<file path="config.mk">
export PLATFORM = sky130hd
export DESIGN_NAME = region_luma_statistics_core
export DESIGN_NICKNAME = d
export VERILOG_FILES = /design/src/hdl/rls_pkg.sv /design/src/hdl/rls_divider.sv /design/src/hdl/region_luma_statistics_core.sv
export SDC_FILE = /design/constraint.sdc
export NUM_CORES = 1
export LEC_CHECK = 0
export BUFFER_PORTS_ARGS = -buffer_cell sky130_fd_sc_hd__clkbuf_2
export CAP_MARGIN = 10
export CORE_UTILIZATION = 35
export DETAILED_ROUTE_END_ITERATION = 10
export MAX_ROUTING_LAYER = met4
export PLACE_DENSITY_LB_ADDON = 0.2
export SYNTH_ARGS = -nofsm -noshare
export SYNTH_HDL_FRONTEND = slang
export SYNTH_SLANG_ARGS = --single-unit
</file>
<file path="constraint.sdc">
create_clock -name i_clk -period 8.45 [get_ports i_clk]
set_input_delay 1.2675 -clock i_clk [delete_from_list [all_inputs] [get_ports i_clk]]
set_output_delay 1.2675 -clock i_clk [all_outputs]
set_load 0.005 [all_outputs]
</file>
<file path="src/hdl/rls_pkg.sv">
// ----------------------------------------------------------------------------
// rls_pkg - shared definitions for the region luma statistics core
// Register indexes, reset values, sequencer states and the luma function.
// ----------------------------------------------------------------------------
package rls_pkg;

    // Default limits
    localparam int MAX_WIDTH_DEF  = 2048;
    localparam int MAX_HEIGHT_DEF = 2048;
    localparam int MAX_STEP_DEF   = 63;

    // Configuration port shape
    localparam int CFG_IDX_W  = 3;
    localparam int CFG_DATA_W = 12;

    // Register reset values
    localparam logic [11:0] RST_FRAME_WIDTH   = 12'd640;
    localparam logic [10:0] RST_REGION_LEFT   = 11'd0;
    localparam logic [10:0] RST_REGION_TOP    = 11'd0;
    localparam logic [11:0] RST_REGION_RIGHT  = 12'd640;
    localparam logic [11:0] RST_REGION_BOTTOM = 12'd480;
    localparam logic [5:0]  RST_SAMPLE_STEP   = 6'd6;

    // Luma at or above this counts as saturated
    localparam logic [7:0] SAT_LUMA  = 8'd245;
    localparam logic [4:0] FIVE_MASK = 5'h1F;
    localparam logic [5:0] SIX_MASK  = 6'h3F;

    // Quotient bits produced by the divider (fractions reach 65536)
    localparam int QUO_W = 17;

    typedef enum logic [CFG_IDX_W-1:0] {
        CFG_FRAME_WIDTH   = 3'd0,
        CFG_REGION_LEFT   = 3'd1,
        CFG_REGION_TOP    = 3'd2,
        CFG_REGION_RIGHT  = 3'd3,
        CFG_REGION_BOTTOM = 3'd4,
        CFG_SAMPLE_STEP   = 3'd5
    } t_cfg_idx;

    // Frame-end sequencer
    typedef enum logic [4:0] {
        S_IDLE = 5'b00001,
        S_MEAN = 5'b00010,
        S_FRAC = 5'b00100,
        S_TEX  = 5'b01000,
        S_POST = 5'b10000
    } t_state;

    // Divider status toward the sequencer
    typedef struct packed {
        logic busy;
        logic done;
    } t_div_stat;

    // Approximate luma: (r8 + 2*g8 + b8) >> 2
    function automatic logic [7:0] pixel_luma(input logic [15:0] p);
        logic [9:0] hi;
        logic [9:0] gr;
        logic [9:0] lo;
        logic [9:0] sum;
        hi  = {2'b00, (p[15:11] & FIVE_MASK), 3'b000};
        gr  = {1'b0, (p[10:5] & SIX_MASK), 3'b000};
        lo  = {2'b00, (p[4:0] & FIVE_MASK), 3'b000};
        sum = hi + gr + lo;
        return sum[9:2];
    endfunction

endpackage

</file>
<file path="src/hdl/rls_divider.sv">
// ----------------------------------------------------------------------------
// rls_divider - shared restoring divider
// One quotient bit per cycle. The caller guarantees dividend >> QUO_W is
// below the divisor, so QUO_W steps give the whole quotient.
// ----------------------------------------------------------------------------
module rls_divider #(
    parameter int DVS_W = 23
) (
    input  logic                          i_clk,
    input  logic                          i_rst_n,
    input  logic                          i_start,
    input  logic [DVS_W+16-1:0]           i_dividend,
    input  logic [DVS_W-1:0]              i_divisor,
    output rls_pkg::t_div_stat            o_stat,
    output logic [rls_pkg::QUO_W-1:0]     o_quotient
);
    import rls_pkg::*;

    localparam int DVD_W = DVS_W + 16;
    localparam int CNT_W = $clog2(QUO_W);

    logic [DVS_W-1:0] r_rem;
    logic [QUO_W-1:0] r_lo;
    logic [DVS_W-1:0] r_dvs;
    logic [CNT_W-1:0] r_cnt;
    logic             r_busy;
    logic             r_done;

    logic [DVS_W:0]   rem_sh;
    logic             q_bit;
    logic [DVS_W:0]   rem_sub;

    // One trial subtraction per cycle
    assign rem_sh  = {r_rem, r_lo[QUO_W-1]};
    assign q_bit   = (rem_sh >= {1'b0, r_dvs});
    assign rem_sub = rem_sh - {1'b0, r_dvs};

    // Control
    always_ff @(posedge i_clk) begin
        if (!i_rst_n) begin
            r_busy <= 1'b0;
            r_done <= 1'b0;
            r_cnt  <= '0;
        end else begin
            r_done <= 1'b0;
            if (i_start) begin
                r_busy <= 1'b1;
                r_cnt  <= '0;
            end else if (r_busy) begin
                r_cnt <= r_cnt + CNT_W'(1);
                if (r_cnt == CNT_W'(QUO_W - 1)) begin
                    r_busy <= 1'b0;
                    r_done <= 1'b1;
                end
            end
        end
    end

    // Datapath
    always_ff @(posedge i_clk) begin
        if (i_start) begin
            r_rem <= DVS_W'(i_dividend[DVD_W-1:QUO_W]);
            r_lo  <= i_dividend[QUO_W-1:0];
            r_dvs <= i_divisor;
        end else if (r_busy) begin
            r_rem <= q_bit ? rem_sub[DVS_W-1:0] : rem_sh[DVS_W-1:0];
            r_lo  <= {r_lo[QUO_W-2:0], q_bit};
        end
    end

    assign o_stat.busy = r_busy;
    assign o_stat.done = r_done;
    assign o_quotient  = r_lo;

endmodule

</file>
<file path="src/hdl/region_luma_statistics_core.sv">
// ----------------------------------------------------------------------------
// region_luma_statistics_core - sampled luma statistics over a frame region
// Accumulates luma sum, saturation and horizontal gradients per frame and
// reports mean, saturated fraction, texture and both counts after the frame's last pixel.
// ----------------------------------------------------------------------------
// A pixel's statistics update at the edge that accepts it.
// After the pixel flagged last, o_pixel_stall stays high while one shared
// bit-serial divider runs three divisions (mean, saturated fraction, texture),
// one quotient bit per cycle; then the result is moved into the output register
// and the frame counters clear. The output register holds the result until taken,
// while the next frame's pixels flow; a second frame end waits for that register
// to empty. The config port is always ready and is to be written only while no
// frame end is in progress.
module region_luma_statistics_core #(
    parameter int MAX_WIDTH  = rls_pkg::MAX_WIDTH_DEF,
    parameter int MAX_HEIGHT = rls_pkg::MAX_HEIGHT_DEF,
    parameter int MAX_STEP   = rls_pkg::MAX_STEP_DEF
) (
    input  logic                           i_clk,
    input  logic                           i_rst_n,
    // Pixel input
    input  logic                           i_pixel_valid,
    output logic                           o_pixel_stall,
    input  logic [15:0]                    i_pixel,
    input  logic                           i_last_pixel,
    // Result output
    output logic                           o_result_valid,
    input  logic                           i_result_stall,
    output logic [15:0]                    o_mean_luma,
    output logic [16:0]                    o_saturated_fraction,
    output logic [15:0]                    o_texture,
    output logic [22:0]                    o_sample_total,
    output logic [22:0]                    o_gradient_total,
    // Configuration writes
    input  logic                           i_cfg_valid,
    output logic                           o_cfg_ready,
    input  logic [rls_pkg::CFG_IDX_W-1:0]  i_cfg_index,
    input  logic [rls_pkg::CFG_DATA_W-1:0] i_cfg_data
);
    import rls_pkg::*;

    localparam int COL_W  = $clog2(MAX_WIDTH);
    localparam int ROW_W  = $clog2(MAX_HEIGHT + 1);
    localparam int PH_W   = (MAX_STEP > 1) ? $clog2(MAX_STEP) : 1;
    localparam int CNT_W  = $clog2(MAX_WIDTH * MAX_HEIGHT + 1);
    localparam int SUM_W  = CNT_W + 8;
    localparam int CMP_A  = (COL_W + 1 > ROW_W) ? COL_W + 1 : ROW_W;
    localparam int CMP_W  = (CMP_A > CFG_DATA_W) ? CMP_A : CFG_DATA_W;
    localparam int DVD_W  = CNT_W + 16;

    // Configuration registers
    logic [11:0]      r_frame_width;
    logic [10:0]      r_region_left;
    logic [10:0]      r_region_top;
    logic [11:0]      r_region_right;
    logic [11:0]      r_region_bottom;
    logic [5:0]       r_sample_step;

    // Frame state
    logic [COL_W-1:0] r_col,       n_col;
    logic [ROW_W-1:0] r_row,       n_row;
    logic [PH_W-1:0]  r_cph,       n_cph;
    logic [PH_W-1:0]  r_rph,       n_rph;
    logic [SUM_W-1:0] r_luma_sum,  n_luma_sum;
    logic [CNT_W-1:0] r_sat_cnt,   n_sat_cnt;
    logic [SUM_W-1:0] r_grad_sum,  n_grad_sum;
    logic [CNT_W-1:0] r_samples,   n_samples;
    logic [CNT_W-1:0] r_grads,     n_grads;
    logic [7:0]       r_prev_luma, n_prev_luma;
    logic             r_prev_valid, n_prev_valid;

    // Sequencer and results
    t_state           r_state, n_state;
    logic             r_start, n_start;
    logic [QUO_W-1:0] r_q_mean;
    logic [QUO_W-1:0] r_q_frac;
    logic             r_o_valid;
    logic [15:0]      r_o_mean;
    logic [16:0]      r_o_frac;
    logic [15:0]      r_o_tex;
    logic [22:0]      r_o_samples;
    logic [22:0]      r_o_grads;

    logic             pix_acc;
    logic             out_free;
    logic             post_load;
    logic             cfg_wr;

    logic [CMP_W-1:0] fw_e;
    logic [CMP_W-1:0] width_c;
    logic [CMP_W-1:0] st_e;
    logic [CMP_W-1:0] step_c;
    logic [CMP_W-1:0] rr_e;
    logic [CMP_W-1:0] right_c;
    logic [CMP_W-1:0] col_e;
    logic [CMP_W-1:0] row_e;
    logic             row_in;
    logic             col_ge_left;
    logic             col_in;
    logic             take;
    logic [7:0]       luma;
    logic [7:0]       diff;

    logic [DVD_W-1:0] div_dividend;
    logic [CNT_W-1:0] div_divisor;
    t_div_stat        div_stat;
    logic [QUO_W-1:0] div_quo;

    assign pix_acc   = i_pixel_valid && !o_pixel_stall;
    assign out_free  = !r_o_valid || !i_result_stall;
    assign post_load = (r_state == S_POST) && out_free;
    assign cfg_wr    = i_cfg_valid && o_cfg_ready;

    // Configuration registers
    always_ff @(posedge i_clk) begin
        if (!i_rst_n) begin
            r_frame_width   <= RST_FRAME_WIDTH;
            r_region_left   <= RST_REGION_LEFT;
            r_region_top    <= RST_REGION_TOP;
            r_region_right  <= RST_REGION_RIGHT;
            r_region_bottom <= RST_REGION_BOTTOM;
            r_sample_step   <= RST_SAMPLE_STEP;
        end else if (cfg_wr) begin
            case (t_cfg_idx'(i_cfg_index))
                CFG_FRAME_WIDTH:   r_frame_width   <= i_cfg_data;
                CFG_REGION_LEFT:   r_region_left   <= i_cfg_data[10:0];
                CFG_REGION_TOP:    r_region_top    <= i_cfg_data[10:0];
                CFG_REGION_RIGHT:  r_region_right  <= i_cfg_data;
                CFG_REGION_BOTTOM: r_region_bottom <= i_cfg_data;
                CFG_SAMPLE_STEP:   r_sample_step   <= i_cfg_data[5:0];
                default: ;
            endcase
        end
    end

    // Clipped geometry
    always_comb begin
        fw_e    = CMP_W'(r_frame_width);
        width_c = (fw_e == '0) ? CMP_W'(1) :
                  (fw_e > CMP_W'(MAX_WIDTH)) ? CMP_W'(MAX_WIDTH) : fw_e;
        st_e    = CMP_W'(r_sample_step);
        step_c  = (st_e == '0) ? CMP_W'(1) :
                  (st_e > CMP_W'(MAX_STEP)) ? CMP_W'(MAX_STEP) : st_e;
        rr_e    = CMP_W'(r_region_right);
        right_c = (rr_e < width_c) ? rr_e : width_c;
        col_e   = CMP_W'(r_col);
        row_e   = CMP_W'(r_row);
    end

    // Sample decision and luma
    assign row_in      = (row_e < CMP_W'(MAX_HEIGHT)) && (row_e >= CMP_W'(r_region_top))
                         && (row_e < CMP_W'(r_region_bottom));
    assign col_ge_left = col_e >= CMP_W'(r_region_left);
    assign col_in      = col_ge_left && (col_e < right_c);
    assign take        = row_in && col_in && (r_rph == '0) && (r_cph == '0);
    assign luma        = pixel_luma(i_pixel);
    assign diff        = (luma >= r_prev_luma) ? (luma - r_prev_luma) : (r_prev_luma - luma);

    // Next frame state for an accepted pixel
    always_comb begin
        n_col        = r_col;
        n_row        = r_row;
        n_cph        = r_cph;
        n_rph        = r_rph;
        n_luma_sum   = r_luma_sum;
        n_sat_cnt    = r_sat_cnt;
        n_grad_sum   = r_grad_sum;
        n_samples    = r_samples;
        n_grads      = r_grads;
        n_prev_luma  = r_prev_luma;
        n_prev_valid = r_prev_valid;
        if (col_ge_left) begin
            if (take) begin
                n_luma_sum = r_luma_sum + SUM_W'(luma);
                n_samples  = r_samples + CNT_W'(1);
                if (luma >= SAT_LUMA) begin
                    n_sat_cnt = r_sat_cnt + CNT_W'(1);
                end
                if (r_prev_valid) begin
                    n_grad_sum = r_grad_sum + SUM_W'(diff);
                    n_grads    = r_grads + CNT_W'(1);
                end
                n_prev_luma  = luma;
                n_prev_valid = 1'b1;
            end
            n_cph = (CMP_W'(r_cph) + CMP_W'(1) >= step_c) ? '0 : r_cph + PH_W'(1);
        end
        // End of row
        if (col_e + CMP_W'(1) >= width_c) begin
            n_col        = '0;
            n_cph        = '0;
            n_prev_valid = 1'b0;
            if (row_e >= CMP_W'(r_region_top)) begin
                n_rph = (CMP_W'(r_rph) + CMP_W'(1) >= step_c) ? '0 : r_rph + PH_W'(1);
            end
            if (row_e < CMP_W'(MAX_HEIGHT)) begin
                n_row = r_row + ROW_W'(1);
            end
        end else begin
            n_col = r_col + COL_W'(1);
        end
    end

    // Frame state registers
    always_ff @(posedge i_clk) begin
        if (!i_rst_n || post_load) begin
            r_col        <= '0;
            r_row        <= '0;
            r_cph        <= '0;
            r_rph        <= '0;
            r_luma_sum   <= '0;
            r_sat_cnt    <= '0;
            r_grad_sum   <= '0;
            r_samples    <= '0;
            r_grads      <= '0;
            r_prev_luma  <= '0;
            r_prev_valid <= 1'b0;
        end else if (pix_acc) begin
            r_col        <= n_col;
            r_row        <= n_row;
            r_cph        <= n_cph;
            r_rph        <= n_rph;
            r_luma_sum   <= n_luma_sum;
            r_sat_cnt    <= n_sat_cnt;
            r_grad_sum   <= n_grad_sum;
            r_samples    <= n_samples;
            r_grads      <= n_grads;
            r_prev_luma  <= n_prev_luma;
            r_prev_valid <= n_prev_valid;
        end
    end

    // Frame-end sequencer
    always_comb begin
        n_state = r_state;
        n_start = 1'b0;
        case (r_state)
            S_IDLE: begin
                if (pix_acc && i_last_pixel) begin
                    n_state = S_MEAN;
                    n_start = 1'b1;
                end
            end
            S_MEAN: begin
                if (div_stat.done) begin
                    n_state = S_FRAC;
                    n_start = 1'b1;
                end
            end
            S_FRAC: begin
                if (div_stat.done) begin
                    n_state = S_TEX;
                    n_start = 1'b1;
                end
            end
            S_TEX: begin
                if (div_stat.done) begin
                    n_state = S_POST;
                end
            end
            S_POST: begin
                if (out_free) begin
                    n_state = S_IDLE;
                end
            end
            default: n_state = S_IDLE;
        endcase
    end

    always_ff @(posedge i_clk) begin
        if (!i_rst_n) begin
            r_state <= S_IDLE;
            r_start <= 1'b0;
        end else begin
            r_state <= n_state;
            r_start <= n_start;
        end
    end

    // Operand select for the shared divider
    always_comb begin
        case (r_state)
            S_FRAC: begin
                div_dividend = {r_sat_cnt, 16'd0};
                div_divisor  = r_samples;
            end
            S_TEX: begin
                div_dividend = {r_grad_sum, 8'd0};
                div_divisor  = r_grads;
            end
            default: begin
                div_dividend = {r_luma_sum, 8'd0};
                div_divisor  = r_samples;
            end
        endcase
    end

    rls_divider #(
        .DVS_W (CNT_W)
    ) u_div (
        .i_clk      (i_clk),
        .i_rst_n    (i_rst_n),
        .i_start    (r_start),
        .i_dividend (div_dividend),
        .i_divisor  (div_divisor),
        .o_stat     (div_stat),
        .o_quotient (div_quo)
    );

    // Capture quotients, zero where the count is zero
    always_ff @(posedge i_clk) begin
        if (div_stat.done && (r_state == S_MEAN)) begin
            r_q_mean <= (r_samples != '0) ? div_quo : '0;
        end
        if (div_stat.done && (r_state == S_FRAC)) begin
            r_q_frac <= (r_samples != '0) ? div_quo : '0;
        end
    end

    // Result register
    always_ff @(posedge i_clk) begin
        if (!i_rst_n) begin
            r_o_valid <= 1'b0;
        end else if (post_load) begin
            r_o_valid <= 1'b1;
        end else if (!i_result_stall) begin
            r_o_valid <= 1'b0;
        end
    end

    always_ff @(posedge i_clk) begin
        if (post_load) begin
            r_o_mean    <= r_q_mean[15:0];
            r_o_frac    <= r_q_frac;
            r_o_tex     <= (r_grads != '0) ? div_quo[15:0] : 16'd0;
            r_o_samples <= 23'(r_samples);
            r_o_grads   <= 23'(r_grads);
        end
    end

    assign o_pixel_stall        = (r_state != S_IDLE);
    assign o_cfg_ready          = 1'b1;
    assign o_result_valid       = r_o_valid;
    assign o_mean_luma          = r_o_mean;
    assign o_saturated_fraction = r_o_frac;
    assign o_texture            = r_o_tex;
    assign o_sample_total       = r_o_samples;
    assign o_gradient_total     = r_o_grads;

endmodule

</file>
==> impl_metrics.sql, run 1 <==
INSERT INTO impl_metrics (metric_group, metric, value, unit) VALUES
('sta', 'hold_viol', '0', ''),
('run_status', 'result_of_the_run', 'completed', ''),
('sta', 'relSlewSlack', '28.9', '%'),
('synth', 'dominantRegCellSynth', 'dfxtp_1', ''),
('power', 'peakVddDrop', '0.159', 'mV'),
('critical_path', 'timing.critical_path.to_type', 'flop', ''),
('finish', 'drive_gt1_share', '11.9', '%'),
('global_route', 'maximum_number_of_pins_on_one_net_before_global_route_repair', '82', ''),
('power', 'power.density', '210', 'nW/µm²'),
('global_route', 'grt_util_all_layers', '18.9', '%'),
('clocking', 'cts_num_sinks', '441', ''),
('route', 'drt-wirelength-per-cell', '18.3', 'µm'),
('sta', 'max_freq', '147', 'MHz'),
('clocking', 'tritoncts.num_buffers', '49', ''),
('global_route', 'number_of_global_route_vias_before_repair', '17591', ''),
('route', 'detail-route-antenna-nets', '0', ''),
('synth', 'synth-edff-count', '190', ''),
('sta', 'tns', '0', 'ps'),
('route', 'routed_vias', '18016', ''),
('hold_path', 'hold_path_class', 'flop to flop', ''),
('clocking', 'tritoncts', 'yes', ''),
('critical_path', 'reg2regPathDepth', '20', ''),
('clocking', 'cts-root-to-sink-buffers', '3', ''),
('sta', 'tightest_slew', '1060', 'ps'),
('placed_design', 'portBuffers', '133', ''),
('clocking', 'ctsHtreeMaxLevel', '2', ''),
('synth', 'synthDistinctLibCells', '84', ''),
('global_route', 'antenna_violations_before_repair', '1', ''),
('hold_path', 'hold-path-cell-count', '0', ''),
('synth', 'synthesis.yosys.warnings', '0', ''),
('critical_path', 'timing.critical_path.fanout_max', '19', ''),
('placed_design', 'gpl.final_weighted_congestion', '0.893', ''),
('route', 'drt_first_pass_iters', '5', ''),
('global_route', 'global_routing_s_busiest_layer', 'met2', ''),
('synth', 'ys_seq_area_share', '46.2', '%'),
('clocking', 'resized_gates_after_cts', '0', ''),
('clocking', 'clkSlewWorstSetupHoldPaths', '60', 'ps'),
('synth', 'flip_flop_and_latch_count_after_synthesis', '441', ''),
('die', 'floorplan.core_area', '65700', 'µm²'),
('die', 'number_of_i_o_pins', '135', ''),
('die', 'floorplan.initialDensity', '35.4', '%'),
('global_route', 'met2_global_route_usage', '29.6', '%'),
('sta', 'period_needed', '6810', 'ps'),
('sta', 'maxSlewViolCount', '0', ''),
('sta', 'finalCritPeriodShare', '80.5', '%'),
('sta', 'finClkSkew', '21.6', 'ps'),
('route', 'routed_wl', '62.1', 'mm'),
('die', 'chipHeight', '260', 'µm'),
('global_route', 'grt_pass1_wl', '98.2', 'mm'),
('critical_path', 'worstPathArrival', '7320', 'ps'),
('critical_path', 'reg2reg_slack', '2150', 'ps'),
('synth', 'syn_nets', '2590', ''),
('sta', 'setup-violations-final', '0', ''),
('finish', 'finalNetCount', '2688', ''),
('critical_path', 'path_class', 'primary input to flop', ''),
('global_route', 'grtUsageMet1', '25.6', '%'),
('sta', 'finalHoldWorstSlack', '414', 'ps'),
('route', 'route.detailed.vias_per_inst', '5.30', ''),
('clocking', 'cts.repair_timing.setup_buffer_count', '0', ''),
('die', 'placement_rows', '94', ''),
('synth', 'syn_area', '23200', 'µm²'),
('synth', 'async_flop_share', '0', '%'),
('finish', 'layout-area-overhead-vs-synth', '14.1', '%'),
('clocking', 'holdBufCountCts', '0', ''),
('route', 'initialDrtViolationCount', '1398', ''),
('synth', 'synthCells', '2395', ''),
('clocking', 'clock-root-buffer', 'clkbuf_16', ''),
('critical_path', 'crit_required', '8970', 'ps'),
('flow_run', 'cap_violations', '0', ''),
('clocking', 'clock_insertion_delay_worst_skew', '610', 'ps'),
('synth', 'synth.avg_cell_area', '9.70', 'µm²'),
('die', 'die_w', '260', 'µm'),
('route', 'drt_drc_violations_left', '0', ''),
('die', 'design.die.area', '67400', 'µm²'),
('placed_design', 'dp_hpwl', '44.3', 'mm'),
('global_route', 'grt.met3_usage', '2.31', '%'),
('power', 'power_leakage', '9.63', 'nW'),
('sta', 'grt_setup_unrepaired', 'false', ''),
('critical_path', 'worst_setup_path_start_kind', 'primary input', ''),
('global_route', 'grt_overflow_total', '0', '');
cell type report:
class                      count  area [µm²]
antenna                        1        2.50
fill                        6438       39200
multi-input combinational   1702       11600
tap                          864        1080
inverter                     146         551
clock buffer                  67        1360
clock inverter                23         370
sequential                   441       10700
timing repair buffer         153         818
registers in the layout (all words and copies together) (netlist names), 12 cells and up:
signal / count
r_q_mean: 16
o_saturated_fraction: 17
r_grads: 23
r_grad_sum: 30
r_region_right: 12
o_gradient_total: 23
r_region_bottom: 12
r_sat_cnt: 23
r_luma_sum: 30
u_div.o_quotient: 17
fw_e: 12
r_samples: 23
u_div.r_dvs: 23
o_texture: 16
r_row: 12
u_div.r_rem: 23
r_q_frac: 17
o_sample_total: 23
o_mean_luma: 16
cells in the mapped netlist, types with 17 or more instances:
library cell	number	area [µm²]
xnor2_1	68	596
inv_1	145	544
o21ai_0	90	450
or4_1	25	188
xor2_1	24	210
o31ai_1	25	188
nand4_1	29	181
clkbuf_1	83	312
nor2_1	139	522
nand2_1	280	1050
edfxtp_1	190	5710
a21oi_1	195	976
nand2b_1	19	119
and2_1	19	119
and3_1	32	200
a21o_1	35	263
nor4_1	19	119
dfxtp_1	251	5020
mux2_2	17	191
nand3b_1	24	180
ha_1	147	1840
nor3_1	25	125
or3_1	46	288
mux2i_1	55	551
nand3_1	50	250
a21boi_0	52	390
a22oi_1	17	128
nor2b_1	57	357
worst paths after layout:
path / start / end
worst max register to register: fw_e[11] / r_luma_sum[28]
worst max-delay path: i_pixel[1] / r_grad_sum[24]
worst min-delay path: r_q_mean[9] / o_mean_luma[9]
worst min register to register: r_q_mean[9] / o_mean_luma[9]
metal layers:
metal  up-vias  part of all wire, %  wire [µm]
li1       8824                    -          -
met1      8643                   48      30100
met2       472                   45      27800
met3        77                  5.0       3110
met4         0                  1.8       1140
met5         -                    0          0
worst max-delay path: stages:
cell and delay, ps:
clkbuf_2 90, fa_1 470, ha_1 240, fa_1 420, xnor2_1 320, inv_1 110
ha_1 370, and2_1 190, a311o_1 360, o32ai_1 250, buf_4 240, mux2_2 370
o21ai_0 160, a31oi_1 80, a211o_1 300, a32o_1 220, ha_1 350, nand2_1 70
nor2_1 90, a211oi_1 80, a2111o_1 630, or4_1 490, a21oi_1 160
metrics by stage:
stage	worst slack [ps]	instances	power, mW	instance area, µm²	util [%]
5_1_grt	1310	3396	5.83	26500	40.3
2_1_floorplan	1780	2395	3.06	23200	-
4_1_cts	1740	3396	5.63	26500	40.3
3_5_place_dp	1100	3306	3.32	24800	37.7
3_3_place_gp	1280	3305	3.29	24800	37.7
6_report	1640	3397	5.57	26500	40.3
kinds of logic (layout without fill, tap and decap cells):
kind of cell,Yosys count,after routing,synth area share [%]
DFF,441,441,46.2
and+or+nand+nor,798,798,17.2
muxes,72,72,3.19
xor gates and xnor gates,92,92,3.47
buffers and inverters,252,389,4.28
other,1,2,0.0161
AOI/OAI and AO/OA,581,581,16.8
adders and majority gates,158,158,8.86
cell usage in the layout, fill, tap and decap left out, types with 29 or more instances in the layout:
cell and instances:
nand3_1 50, nand2_1 279, mux2i_1 55, nor2b_1 57
a21o_1 35, inv_1 144, a21boi_0 52, dfxtp_1 250
or3_1 46, nand4_1 29, ha_1 147, xnor2_1 68
clkbuf_2 133, clkbuf_16 49, a21oi_1 194, o21ai_0 90
nor2_1 138, and3_1 32, edfxtp_1 190
report_power, final:
group	total, mW	internal, mW	switching (mW)
registers	2.34	2.29	0.0500
logic	0.937	0.369	0.567
clock network	2.30	1.38	0.916
Note: power is estimated with default switching activity, not from simulation.
==> inputs of run 2 (changes only) <==
Clock period 8.45 ns to 6.45 ns, I/O delays scaled along.
==> run 2 against run 1 <==
Sequential power rose by 31%; non-clock buffer count is 22 higher; final cell count is 0.71% higher; highest routed layer unchanged; via count rose by 0.84%; wire length hardly changed; sequential cell count is the same; clock-buffer cell count is 7 lower; global-route usage is 0.15 points lower.
==> impl_metrics.sql, run 2 (synthesized netlist as in run 1, its figures left out) <==
INSERT INTO impl_metrics (metric_group, metric, value, unit) VALUES
('run_status', 'result_of_the_run', 'completed', ''),
('clocking', 'ctsHtreeMaxLevel', '2', ''),
('placed_design', 'portBuffers', '133', ''),
('clocking', 'clkSlewWorstSetupHoldPaths', '60', 'ps'),
('route', 'drt_first_pass_iters', '5', ''),
('placed_design', 'dp_hpwl', '44.8', 'mm'),
('critical_path', 'worst_setup_path_start_kind', 'primary input', ''),
('finish', 'finalNetCount', '2711', ''),
('route', 'routed_vias', '18168', ''),
('global_route', 'maximum_number_of_pins_on_one_net_before_global_route_repair', '126', ''),
('global_route', 'met2_global_route_usage', '29.2', '%'),
('hold_path', 'hold-path-cell-count', '0', ''),
('critical_path', 'ff_to_ff_end', 'r_grad_sum[30]', ''),
('global_route', 'grtUsageMet1', '25.3', '%'),
('placed_design', 'gpl.final_weighted_congestion', '0.895', ''),
('sta', 'finClkSkew', '41.6', 'ps'),
('global_route', 'number_of_global_route_vias_before_repair', '17442', ''),
('finish', 'most_frequent_standard_cell_in_the_layout_excluding_fill_and_tap_cells', 'nand2_1', ''),
('route', 'drt-wirelength-per-cell', '18.1', 'µm'),
('global_route', 'antenna_violations_before_repair', '4', ''),
('sta', 'relSlewSlack', '23.7', '%'),
('finish', 'finish.cell_count_without_fillers', '3421', ''),
('die', 'chipHeight', '260', 'µm'),
('flow_run', 'cap_violations', '0', ''),
('global_route', 'grt_util_all_layers', '18.7', '%'),
('finish', 'biggestRegsByFlops', 'r_grad_sum x30, r_luma_sum x30', ''),
('hold_path', 'min_delay_worst_endpoint', 'o_saturated_fraction[5]', ''),
('sta', 'setup-violations-final', '0', ''),
('die', 'design.die.area', '67400', 'µm²'),
('sta', 'max_freq', '165', 'MHz'),
('critical_path', 'timing.critical_path.to_type', 'flop', ''),
('die', 'placement_rows', '94', ''),
('critical_path', 'crit_required', '6980', 'ps'),
('sta', 'grt_setup_unrepaired', 'false', ''),
('placed_design', 'placedCellCount', '3328', ''),
('sta', 'finalCritPeriodShare', '94.2', '%'),
('critical_path', 'timing.critical_path.fanout_max', '7', ''),
('critical_path', 'critical_path.reg2reg.startpoint', 'fw_e[11]', ''),
('route', 'drt_drc_violations_left', '0', ''),
('critical_path', 'reg2reg_slack', '610', 'ps'),
('sta', 'maxSlewViolCount', '0', ''),
('clocking', 'clock_insertion_delay_worst_skew', '620', 'ps'),
('global_route', 'grt_pass1_wl', '97.3', 'mm'),
('hold_path', 'hold_path_class', 'flop to flop', ''),
('power', 'power_leakage', '9.71', 'nW'),
('finish', 'drive_gt1_share', '12.8', '%'),
('die', 'floorplan.core_area', '65700', 'µm²'),
('die', 'floorplan.initialDensity', '35.4', '%'),
('clocking', 'tritoncts', 'yes', ''),
('critical_path', 'path_class', 'primary input to flop', ''),
('global_route', 'global_routing_s_busiest_layer', 'met2', ''),
('sta', 'hold_viol', '0', ''),
('clocking', 'cts_num_sinks', '441', ''),
('die', 'die_w', '260', 'µm'),
('finish', 'antenna_cells_inserted', '0', ''),
('die', 'number_of_i_o_pins', '135', ''),
('sta', 'period_needed', '6070', 'ps'),
('clocking', 'clock-root-buffer', 'clkbuf_16', ''),
('clocking', 'tritoncts.num_buffers', '50', ''),
('power', 'power.density', '270', 'nW/µm²'),
('critical_path', 'worstPathArrival', '6600', 'ps'),
('hold_path', 'worst_hold_startpoint', 'r_q_frac[5]', ''),
('finish', 'layout-area-overhead-vs-synth', '14.5', '%'),
('finish', 'post-route-util', '40.5', '%'),
('critical_path', 'reg2regPathDepth', '21', ''),
('clocking', 'cts.repair_timing.setup_buffer_count', '0', ''),
('route', 'routed_wl', '62.0', 'mm'),
('global_route', 'grt.met3_usage', '2.40', '%'),
('route', 'initialDrtViolationCount', '1242', ''),
('sta', 'tightest_slew', '1140', 'ps'),
('clocking', 'cts-root-to-sink-buffers', '3', ''),
('global_route', 'grt_overflow_total', '0', ''),
('route', 'route.detailed.vias_per_inst', '5.31', ''),
('finish', 'layout.cells.most_common_list', '279 x nand2_1, 250 x dfxtp_1, 194 x a21oi_1', ''),
('route', 'detail-route-antenna-nets', '0', ''),
('power', 'peakVddDrop', '0.173', 'mV');
-- run 2: area by class of cell --
cell class / instances / area [µm²]
Fill cell: 6450 / 39100
Multi-Input combinational cell: 1702 / 11600
Sequential cell: 441 / 10700
Clock buffer: 60 / 1320
Tap cell: 864 / 1080
Timing Repair Buffer: 175 / 993
Inverter: 146 / 551
Clock inverter: 33 / 333
-- run 2: critical path, stage by stage --
cell	delay, ps
clkbuf_2	100
fa_1	530
ha_1	330
a21o_1	150
a21oi_1	230
xnor2_1	180
ha_1	280
buf_4	160
a22oi_1	190
o21ai_0	180
o32ai_1	300
buf_4	200
mux2_2	370
o21ai_0	150
a31oi_1	90
a211o_1	300
a32o_1	230
ha_1	350
nand2_1	70
nor2_1	90
a211oi_1	90
a2111o_1	410
buf_4	180
or3_1	350
a21oi_1	140
-- run 2: how the worst max path moves through the flow --
stage | from | to | slack [ps] | cells after the start
6_report | i_pixel[2] | r_grad_sum[30] | 380 | 25
5_1_grt | fw_e[11] | r_grad_sum[14] | 50 | 21
4_1_cts | i_pixel[2] | r_grad_sum[19] | 360 | 23
3_5_place_dp | i_pixel[2] | r_grad_sum[19] | -290 | 23
3_3_place_gp | i_pixel[2] | r_grad_sum[19] | -60 | 22
2_1_floorplan | i_pixel[1] | r_grad_sum[22] | 80 | 22
-- run 2: report_power, final --
part	switching [mW]	internal (mW)
sequential	0.0626	3.00
clock	1.22	1.63
combinational	0.758	0.525
-- run 2: per-layer routing --
layer,routed length [µm],part of all wire (%)
met4,1350,2.2
met5,0,0
met1,29700,48
met2,28100,45
met3,2830,4.6
-- run 2: stage by stage --
stage	cell area, µm²	setup TNS [ps]	power, mW	worst slack [ps]	hold slack (ps)
6_report	26600	0	7.19	377	410
4_1_cts	26600	0	7.27	363	414
3_5_place_dp	24900	-3380	4.40	-285	405
5_1_grt	26600	0	7.53	49.1	422
3_3_place_gp	24900	-143	4.36	-60.8	407
2_1_floorplan	23200	0	4.02	77.6	400
-- run 2: timing repair --
| action | 4_1_cts | 5_1_grt |
|---|---|---|
| setup endpoints to repair | 0 | 3 |
| gates resized for setup | 0 | 3 |
| hold buffers | 0 | 0 |
